--- src/rtl/guest_buffer_region_translator_macros.svh ---
// assertion macros used by the region translator sequencer, gbrt_ctrl
// no dependencies; included by the files that carry checks
`ifndef GUEST_BUFFER_REGION_TRANSLATOR_MACROS_SVH
`define GUEST_BUFFER_REGION_TRANSLATOR_MACROS_SVH

// same-cycle implication, disabled while reset is low
`define GBRT_ASSERT_HOLDS(label, clk, rst_n, ante, cons) \
    label: assert property (@(posedge clk) disable iff (!rst_n) (ante) |-> (cons)) \
        else $error("gbrt check failed");

// next-cycle implication, disabled while reset is low
`define GBRT_ASSERT_NEXT(label, clk, rst_n, ante, cons) \
    label: assert property (@(posedge clk) disable iff (!rst_n) (ante) |=> (cons)) \
        else $error("gbrt check failed");

`endif

--- src/rtl/gbrt_pkg.sv ---
// shared constants, types and codes for the region translator
// no dependencies
package gbrt_pkg;

    localparam int NUM_ZONES        = 4;
    localparam int REGIONS_PER_ZONE = 4;
    localparam int TABLE_DEPTH      = NUM_ZONES * REGIONS_PER_ZONE;

    // fixed field widths
    localparam int ACTION_W = 1;
    localparam int ZONE_W   = 2;
    localparam int SLOT_W   = 2;
    localparam int ADDR_W   = 64;
    localparam int CNT_W    = 3;
    localparam int STATUS_W = 2;

    // derived widths
    localparam int ZONE_IDX_W   = (NUM_ZONES > 1) ? $clog2(NUM_ZONES) : 1;
    localparam int REGION_IDX_W = (REGIONS_PER_ZONE > 1) ? $clog2(REGIONS_PER_ZONE) : 1;
    localparam int LIVE_W       = $clog2(REGIONS_PER_ZONE + 1);
    localparam int TABLE_AW     = (TABLE_DEPTH > 1) ? $clog2(TABLE_DEPTH) : 1;

    localparam logic [ACTION_W-1:0] ACTION_TRANSLATE = 1'b0;
    localparam logic [ACTION_W-1:0] ACTION_WRITE     = 1'b1;

    localparam logic [STATUS_W-1:0] STATUS_OK       = 2'd0;
    localparam logic [STATUS_W-1:0] STATUS_RANGE    = 2'd1;
    localparam logic [STATUS_W-1:0] STATUS_UNMAPPED = 2'd2;

    // table entry as stored: end and host offset are worked out on the write
    typedef struct packed {
        logic [ADDR_W-1:0] delta;   // host base minus guest base, wrapping
        logic [ADDR_W-1:0] limit;   // guest base plus size, wrapping
        logic [ADDR_W-1:0] base;
    } region_entry_t;

    typedef struct packed {
        logic                    capture;
        logic                    write;
        logic                    rd_en;
        logic [REGION_IDX_W-1:0] rd_idx;
        logic                    eval;
        logic                    load;
    } dp_cmd_t;

    typedef struct packed {
        logic              is_write;
        logic [LIVE_W-1:0] live_count;
    } dp_status_t;

endpackage

--- src/rtl/guest_buffer_region_translator.sv ---
// channel  | direction | handshake          | carries
// s_       | in        | s_valid / s_ready  | translate request or region table write
// m_       | out       | m_valid / m_ready  | host address, length, status, range flag
// cfg_     | in        | cfg_wr_en          | check_range mode bit
//
// a translate request has its result registered once the live regions of its zone are scanned:
// the region table ram is read one entry per cycle
// a write request writes its table entry in the scan state, then has its result registered
// the next request is taken the cycle after the result loads
// reset clears the zone counts and sets checking mode; region entries hold nothing until written
// a result waiting on m_ready does not block acceptance of the next request
// top level: wires the sequencer to the datapath; depends on gbrt_pkg, gbrt_ctrl, gbrt_dp
module guest_buffer_region_translator
    import gbrt_pkg::*;
(
    input  logic                aclk,
    input  logic                aresetn,
    input  logic                cfg_wr_en,
    input  logic                cfg_wr_data,
    input  logic                s_valid,
    output logic                s_ready,
    input  logic [ACTION_W-1:0] s_action,
    input  logic [ZONE_W-1:0]   s_zone,
    input  logic [SLOT_W-1:0]   s_slot,
    input  logic [ADDR_W-1:0]   s_guest_addr,
    input  logic [ADDR_W-1:0]   s_length,
    input  logic [ADDR_W-1:0]   s_host_origin,
    input  logic [CNT_W-1:0]    s_region_count,
    output logic                m_valid,
    input  logic                m_ready,
    output logic [ADDR_W-1:0]   m_host_addr,
    output logic [ADDR_W-1:0]   m_out_length,
    output logic [STATUS_W-1:0] m_status,
    output logic                m_range_ok
);

    dp_cmd_t    cmd;
    dp_status_t status;

    gbrt_ctrl u_ctrl (
        .aclk    (aclk),
        .aresetn (aresetn),
        .s_valid (s_valid),
        .s_ready (s_ready),
        .m_valid (m_valid),
        .m_ready (m_ready),
        .status  (status),
        .cmd     (cmd)
    );

    gbrt_dp u_dp (
        .aclk           (aclk),
        .aresetn        (aresetn),
        .cfg_wr_en      (cfg_wr_en),
        .cfg_wr_data    (cfg_wr_data),
        .s_action       (s_action),
        .s_zone         (s_zone),
        .s_slot         (s_slot),
        .s_guest_addr   (s_guest_addr),
        .s_length       (s_length),
        .s_host_origin  (s_host_origin),
        .s_region_count (s_region_count),
        .cmd            (cmd),
        .status         (status),
        .m_host_addr    (m_host_addr),
        .m_out_length   (m_out_length),
        .m_status       (m_status),
        .m_range_ok     (m_range_ok)
    );

endmodule

--- src/rtl/gbrt_ram.sv ---
// generic single write port, single read port ram with registered read
// no dependencies
module gbrt_ram #(
    parameter int WIDTH = 8,
    parameter int DEPTH = 16
) (
    input  logic                                       aclk,
    input  logic                                       wr_en,
    input  logic [((DEPTH > 1) ? $clog2(DEPTH) : 1)-1:0] wr_addr,
    input  logic [WIDTH-1:0]                           wr_data,
    input  logic                                       rd_en,
    input  logic [((DEPTH > 1) ? $clog2(DEPTH) : 1)-1:0] rd_addr,
    output logic [WIDTH-1:0]                           rd_data
);

    logic [WIDTH-1:0] mem [DEPTH];
    logic [WIDTH-1:0] rd_data_reg;

    always_ff @(posedge aclk) begin
        if (wr_en) begin
            mem[wr_addr] <= wr_data;
        end
        if (rd_en) begin
            rd_data_reg <= mem[rd_addr];
        end
    end

    assign rd_data = rd_data_reg;

endmodule

--- src/rtl/gbrt_ctrl.sv ---
// sequencer for the region translator: capture, table scan, result hand-off
// depends on gbrt_pkg and the assertion macros
`include "guest_buffer_region_translator_macros.svh"

module gbrt_ctrl
    import gbrt_pkg::*;
(
    input  logic       aclk,
    input  logic       aresetn,
    input  logic       s_valid,
    output logic       s_ready,
    output logic       m_valid,
    input  logic       m_ready,
    input  dp_status_t status,
    output dp_cmd_t    cmd
);

    typedef enum logic [1:0] {
        ST_IDLE,
        ST_SCAN,
        ST_DONE
    } state_t;

    state_t            state_reg, state_next;
    logic [LIVE_W-1:0] idx_reg, idx_next;
    logic              eval_pending_reg, eval_pending_next;
    logic              m_valid_reg, m_valid_next;

    always_comb begin
        state_next        = state_reg;
        idx_next          = idx_reg;
        eval_pending_next = 1'b0;
        m_valid_next      = m_valid_reg;
        cmd               = '0;
        cmd.rd_idx        = idx_reg[REGION_IDX_W-1:0];
        cmd.eval          = eval_pending_reg;

        if (m_valid_reg && m_ready) begin
            m_valid_next = 1'b0;
        end

        unique case (state_reg)
            ST_IDLE: begin
                if (s_valid) begin
                    cmd.capture = 1'b1;
                    idx_next    = '0;
                    state_next  = ST_SCAN;
                end
            end
            ST_SCAN: begin
                if (status.is_write) begin
                    cmd.write  = 1'b1;
                    state_next = ST_DONE;
                end else if (idx_reg != status.live_count) begin
                    // one region read per cycle, checked the cycle after
                    cmd.rd_en         = 1'b1;
                    idx_next          = idx_reg + LIVE_W'(1);
                    eval_pending_next = 1'b1;
                end else begin
                    state_next = ST_DONE;
                end
            end
            ST_DONE: begin
                if (!m_valid_reg || m_ready) begin
                    cmd.load     = 1'b1;
                    m_valid_next = 1'b1;
                    state_next   = ST_IDLE;
                end
            end
            default: begin
                state_next = ST_IDLE;
            end
        endcase
    end

    always_ff @(posedge aclk) begin
        if (!aresetn) begin
            state_reg        <= ST_IDLE;
            idx_reg          <= '0;
            eval_pending_reg <= 1'b0;
            m_valid_reg      <= 1'b0;
        end else begin
            state_reg        <= state_next;
            idx_reg          <= idx_next;
            eval_pending_reg <= eval_pending_next;
            m_valid_reg      <= m_valid_next;
        end
    end

    assign s_ready = (state_reg == ST_IDLE);
    assign m_valid = m_valid_reg;

    `GBRT_ASSERT_NEXT(a_one_at_a_time, aclk, aresetn, s_valid && s_ready, !s_ready)
    `GBRT_ASSERT_HOLDS(a_scan_in_bounds, aclk, aresetn, state_reg == ST_SCAN, idx_reg <= status.live_count)
    `GBRT_ASSERT_HOLDS(a_result_from_done, aclk, aresetn, $rose(m_valid_reg), $past(state_reg == ST_DONE))

endmodule

--- src/rtl/gbrt_dp.sv ---
// datapath: request capture, zone counts, region table, compare and result registers
// depends on gbrt_pkg and gbrt_ram
module gbrt_dp
    import gbrt_pkg::*;
(
    input  logic                aclk,
    input  logic                aresetn,
    input  logic                cfg_wr_en,
    input  logic                cfg_wr_data,
    input  logic [ACTION_W-1:0] s_action,
    input  logic [ZONE_W-1:0]   s_zone,
    input  logic [SLOT_W-1:0]   s_slot,
    input  logic [ADDR_W-1:0]   s_guest_addr,
    input  logic [ADDR_W-1:0]   s_length,
    input  logic [ADDR_W-1:0]   s_host_origin,
    input  logic [CNT_W-1:0]    s_region_count,
    input  dp_cmd_t             cmd,
    output dp_status_t          status,
    output logic [ADDR_W-1:0]   m_host_addr,
    output logic [ADDR_W-1:0]   m_out_length,
    output logic [STATUS_W-1:0] m_status,
    output logic                m_range_ok
);

    logic                check_range_reg;
    logic [LIVE_W-1:0]   count_reg [NUM_ZONES];

    // captured request
    logic [ACTION_W-1:0] action_reg;
    logic [ZONE_W-1:0]   zone_reg;
    logic [SLOT_W-1:0]   slot_reg;
    logic [ADDR_W-1:0]   addr_reg;
    logic [ADDR_W-1:0]   len_reg;
    logic [ADDR_W-1:0]   hbase_reg;
    logic [CNT_W-1:0]    cnt_reg;
    logic [ADDR_W-1:0]   end_reg;
    logic                ovf_reg;

    // scan accumulators
    logic                inside_reg;
    logic                mapped_reg;
    logic [ADDR_W-1:0]   host_acc_reg;

    // result registers
    logic [ADDR_W-1:0]   host_out_reg;
    logic [ADDR_W-1:0]   len_out_reg;
    logic [STATUS_W-1:0] status_out_reg;
    logic                rok_out_reg;

    logic [ADDR_W:0]         end_sum;
    logic [ZONE_IDX_W-1:0]   zone_idx;
    logic                    zone_ok;
    logic                    slot_ok;
    logic [LIVE_W-1:0]       cnt_sat;
    logic [TABLE_AW-1:0]     zone_row;
    logic [TABLE_AW-1:0]     wr_addr;
    logic [TABLE_AW-1:0]     rd_addr;
    region_entry_t           wr_entry;
    region_entry_t           rd_entry;
    logic [$bits(region_entry_t)-1:0] rd_word;
    logic                    hit_base;
    logic                    hit_range;

    assign end_sum  = {1'b0, s_guest_addr} + {1'b0, s_length};
    assign zone_idx = ZONE_IDX_W'(zone_reg);
    assign zone_ok  = int'(zone_reg) < NUM_ZONES;
    assign slot_ok  = int'(slot_reg) < REGIONS_PER_ZONE;
    assign cnt_sat  = (int'(cnt_reg) > REGIONS_PER_ZONE) ? LIVE_W'(REGIONS_PER_ZONE)
                                                         : LIVE_W'(cnt_reg);

    assign status.is_write   = (action_reg == ACTION_WRITE);
    assign status.live_count = zone_ok ? count_reg[zone_idx] : '0;

    assign zone_row = TABLE_AW'(zone_idx) * TABLE_AW'(REGIONS_PER_ZONE);
    assign wr_addr  = zone_row + TABLE_AW'(slot_reg);
    assign rd_addr  = zone_row + TABLE_AW'(cmd.rd_idx);

    assign wr_entry.base  = addr_reg;
    assign wr_entry.limit = addr_reg + len_reg;
    assign wr_entry.delta = hbase_reg - addr_reg;

    gbrt_ram #(
        .WIDTH ($bits(region_entry_t)),
        .DEPTH (TABLE_DEPTH)
    ) u_table (
        .aclk    (aclk),
        .wr_en   (cmd.write && zone_ok && slot_ok),
        .wr_addr (wr_addr),
        .wr_data (wr_entry),
        .rd_en   (cmd.rd_en),
        .rd_addr (rd_addr),
        .rd_data (rd_word)
    );

    assign rd_entry  = region_entry_t'(rd_word);
    assign hit_base  = (rd_entry.base <= addr_reg) && (addr_reg < rd_entry.limit);
    assign hit_range = !ovf_reg && (addr_reg >= rd_entry.base) && (end_reg <= rd_entry.limit);

    // control state: mode register and zone counts
    always_ff @(posedge aclk) begin
        if (!aresetn) begin
            check_range_reg <= 1'b1;
            for (int z = 0; z < NUM_ZONES; z++) begin
                count_reg[z] <= '0;
            end
        end else begin
            if (cfg_wr_en) begin
                check_range_reg <= cfg_wr_data;
            end
            if (cmd.write && zone_ok) begin
                count_reg[zone_idx] <= cnt_sat;
            end
        end
    end

    // payload registers
    always_ff @(posedge aclk) begin
        if (cmd.capture) begin
            action_reg   <= s_action;
            zone_reg     <= s_zone;
            slot_reg     <= s_slot;
            addr_reg     <= s_guest_addr;
            len_reg      <= s_length;
            hbase_reg    <= s_host_origin;
            cnt_reg      <= s_region_count;
            end_reg      <= end_sum[ADDR_W-1:0];
            ovf_reg      <= end_sum[ADDR_W];
            inside_reg   <= (s_length == '0);
            mapped_reg   <= 1'b0;
        end else if (cmd.eval) begin
            inside_reg <= inside_reg | hit_range;
            // first region holding the base wins
            if (!mapped_reg && hit_base) begin
                mapped_reg   <= 1'b1;
                host_acc_reg <= addr_reg + rd_entry.delta;
            end
        end

        if (cmd.load) begin
            if (status.is_write) begin
                host_out_reg   <= '0;
                len_out_reg    <= '0;
                status_out_reg <= STATUS_OK;
                rok_out_reg    <= 1'b0;
            end else begin
                rok_out_reg <= inside_reg;
                if (check_range_reg) begin
                    if (!inside_reg) begin
                        host_out_reg   <= '0;
                        len_out_reg    <= '0;
                        status_out_reg <= STATUS_RANGE;
                    end else if (!mapped_reg) begin
                        host_out_reg   <= '0;
                        len_out_reg    <= '0;
                        status_out_reg <= STATUS_UNMAPPED;
                    end else begin
                        host_out_reg   <= host_acc_reg;
                        len_out_reg    <= len_reg;
                        status_out_reg <= STATUS_OK;
                    end
                end else begin
                    host_out_reg   <= mapped_reg ? host_acc_reg : '0;
                    len_out_reg    <= len_reg;
                    status_out_reg <= STATUS_OK;
                end
            end
        end
    end

    assign m_host_addr  = host_out_reg;
    assign m_out_length = len_out_reg;
    assign m_status     = status_out_reg;
    assign m_range_ok   = rok_out_reg;

endmodule

--- config.mk ---
export PLATFORM = sky130hd
export DESIGN_NAME = guest_buffer_region_translator
export DESIGN_NICKNAME = d
export VERILOG_FILES = /design/src/rtl/gbrt_pkg.sv /design/src/rtl/guest_buffer_region_translator.sv /design/src/rtl/gbrt_ram.sv /design/src/rtl/gbrt_ctrl.sv /design/src/rtl/gbrt_dp.sv
export VERILOG_INCLUDE_DIRS = /design/src /design/src/rtl
export SDC_FILE = /design/constraint.sdc
export NUM_CORES = 2
export LEC_CHECK = 0
export ABC_CLOCK_PERIOD_IN_PS = 46800
export BUFFER_PORTS_ARGS = -buffer_cell sky130_fd_sc_hd__buf_2
export CAP_MARGIN = 25
export CORE_MARGIN = 4
export CORE_UTILIZATION = 60
export CTS_BUF_LIST = sky130_fd_sc_hd__clkbuf_2 sky130_fd_sc_hd__clkbuf_4 sky130_fd_sc_hd__clkbuf_8
export DETAILED_ROUTE_END_ITERATION = 10
export PLACE_DENSITY = 0.87
export REMOVE_ABC_BUFFERS = 1
export SYNTH_ARGS = -nofsm -noshare
export SYNTH_HDL_FRONTEND = slang
export SYNTH_SLANG_ARGS = --single-unit
--- constraint.sdc ---
create_clock -name aclk -period 46.8 [get_ports aclk]
set_clock_uncertainty 0.1 [all_clocks]
set_input_delay 2.34 -clock aclk [delete_from_list [all_inputs] [get_ports aclk]]
set_output_delay 2.34 -clock aclk [all_outputs]
set_load 0.05 [all_outputs]
==> summary.md <==
| Metric | Value |
|---|---|
| Post-place instance area | `162000 um^2` |
| Tot Pwr | `between 7000 and 8000 uW` |
| CTS tree | `yes` |
| Multi-input gate area | `40800 um^2` |
| Leakage | `about 0.058 uW` |
| Largest net degree at the start of global routing | `150` |
| Seq/Total Area, Yosys | `between 70% and 80%` |
| Max reg flops | `3072` |
| Num Clock Sinks | `3748` |
| Antenna-violating nets left | `0` |
| Post-cts hold buffer count | `0` |
| Final nets | `just over 9000` |
| Commonest non-fill, non-tap cell in the layout | `edfxtp_1` |
| H-tree depth | `6` |
| CP startpoint | `u_ctrl.idx_reg[1]` |
| TritonRoute pass-1 iters | `7` |
| Storage element area | `~110000 um^2` |
| Clock-pin transition on the worst setup and hold timing paths | `roughly 60 ps` |
| Outcome | `complete, no violations` |
| Syn_area_per_cell | `roughly 20 um^2` |
| Iter 0 DRT Violations | `13157` |
| Final hold vios | `0` |
| Tcrit/Tclk final | `~15%` |
| Ys Warns | `0` |
| Overall die height | `516 um` |
| #FFs+latches synth | `between 3000 and 4000` |
| DRC errors left | `0` |
| GR Util All Layers | `32.1%` |
| Worst vdd ir | `between 0.02 and 0.03 mV` |
| Initial antenna violation count | `37` |
| Via Count | `between 80000 and 90000` |
| Commonest cells after routing, fill and taps aside | `3737 x edfxtp_1, 963 x mux4_2, 592 x clkbuf_8` |
| First-pass GRT wire length | `approximately 600 mm` |
| GPL Wtd Cong | `1.02` |
| Min Tclk post-route | `around 7000 ps` |
| Max Transition Viols Final | `0` |
| Clk buf depth | `4` |
| Post-synth EDFFs | `approximately 3700` |
| Number of I/O pins | `roughly 340` |
| DIE AREA | `~270000 um^2` |
| Starting density of the core | `between 60% and 70%` |
| Post-Route WL | `approximately 430 mm` |
| Setup Crit Path Kind | `flip-flop to flip-flop` |
| CP Capture Type | `flip-flop` |
| DP Wirelength | `roughly 250 mm` |
| Postcts setup bufs | `0` |
| Rel. slew slack | `19.1%` |
| RSZ-0062 raised after global routing | `no` |
| Gr ovfl total | `0` |
| Number of global-route vias before repair | `between 80000 and 90000` |
| Clock Latency Late Sink | `roughly 1100 ps` |
| Post-synth ARST share | `0%` |
| Post-route cell area | `173000 um^2` |
| Fill cells | `14816` |
| Clock Tree Root | `clkbuf_8` |
| Max Clk Rate | `145 MHz` |
| Gates resized, CTS repair | `0` |
| Mapped Cells | `7814` |
| Core box area | `about 260000 um^2` |
| Die X | `about 520 um` |
| Hold Crit Class | `flip-flop to flip-flop` |
| Final TNS setup | `0 ps` |
| Cell Area, Synth | `roughly 150000 um^2` |
| Beginning of the worst hold path | `u_dp.host_acc_reg[55]` |
| Worst EP required | `47460 ps` |
| Wire per inst | `~34 um` |
| Worst slew pin tran | `about 1200 ps` |
| Pre-CTS setup slack | `40080 ps` |
| Power Dens Cells | `between 40 and 50 nW/um^2` |
| Startpoint types | `flip-flop` |
| Worst r2r src | `u_ctrl.idx_reg[1]` |
| Vias/cell | `between 6 and 7` |
| CTS Buf Count | `578` |
| Crit path max fanout | `about 150` |
| Synth unique cells | `86` |
| Max_cap viols | `0` |
| PnR worst setup slack | `~40000 ps` |
| Layout area overhead | `12.0%` |
| Worst EP arrival | `7550 ps` |
| DP Cell Count | `between 10000 and 15000` |
| Layout cells sized above 1 | `27.7%` |
| Final setup vio count | `0` |
| Synth Flop Type | `edfxtp_1` |
| Row count | `roughly 190` |
| Final non-filler cell total | `12524` |
| Port buffer count | `338` |
## worst paths after layout
check | endpoint | slack (ps) | cells after the start
max reg2reg | u_dp.u_table.rd_data[76] | 39910 | 7
min | u_dp.m_host_addr[55] | 410 | 1
min reg2reg | u_dp.m_host_addr[55] | 410 | 1
max | u_dp.u_table.rd_data[76] | 39910 | 7
## metrics by stage
step                util (%)  hold slack, ps
finish                  67.5             405
global route            67.5             404
CTS                     67.3             407
detailed placement      62.9             407
global placement        62.8             409
floorplan                  -             383
## cells in the mapped netlist, drive strengths merged (41+ instances only)
library cell	n	area share, %
a21o	203	0.98
o21ai	183	0.60
a21oi	328	1.1
nand3	51	0.16
xor2	85	0.48
o21bai	44	0.21
nor3	46	0.15
ha	445	3.6
buf	65	0.17
nor2b	49	0.20
nand2	207	0.50
xnor2	161	0.91
edfxtp	3737	72
and2	150	0.61
nand2b	41	0.17
inv	196	0.47
mux4	963	14
nand4	97	0.39
clkbuf	241	0.58
nor2	163	0.39
## cells by family after synthesis
logic type	Yosys count	share of synthesized area [%]
flops	3748	72.6
compound gates	995	4.11
mux	965	14.0
simple gates	909	3.05
buf+inv	502	1.23
fa+ha+maj	449	3.65
xor+xnor	246	1.39
## worst max-delay path, stage by stage, from the launching register on
cell and delay, ps:
dfxtp_4 900, buf_4 830, buf_12 590, buf_4 880, buf_4 930, buf_4 810
mux4_2 420, mux4_2 490
## power breakdown
part | switching, uW | internal (uW)
sequential | 31.3 | 3910
combinational | 494 | 233
clock | 1270 | 1420
## per-layer routing
metal / global-route usage [%] / wire (um)
met2: 50.4 / 203000
met1: 40.9 / 138000
met5: 0 / 142
met4: 19.9 / 31500
met3: 7.63 / 55100
## layout make-up
type	instances	share of cell area (%)
clock inverters	237	0.985
flip-flops and latches	3748	64.8
inverters	196	0.428
well taps	3384	2.44
clock buffers	762	5.43
multi-input cells	3564	23.5
diodes	25	0.0361
repair buffers	608	2.35
(Power assumes the default switching activity.)
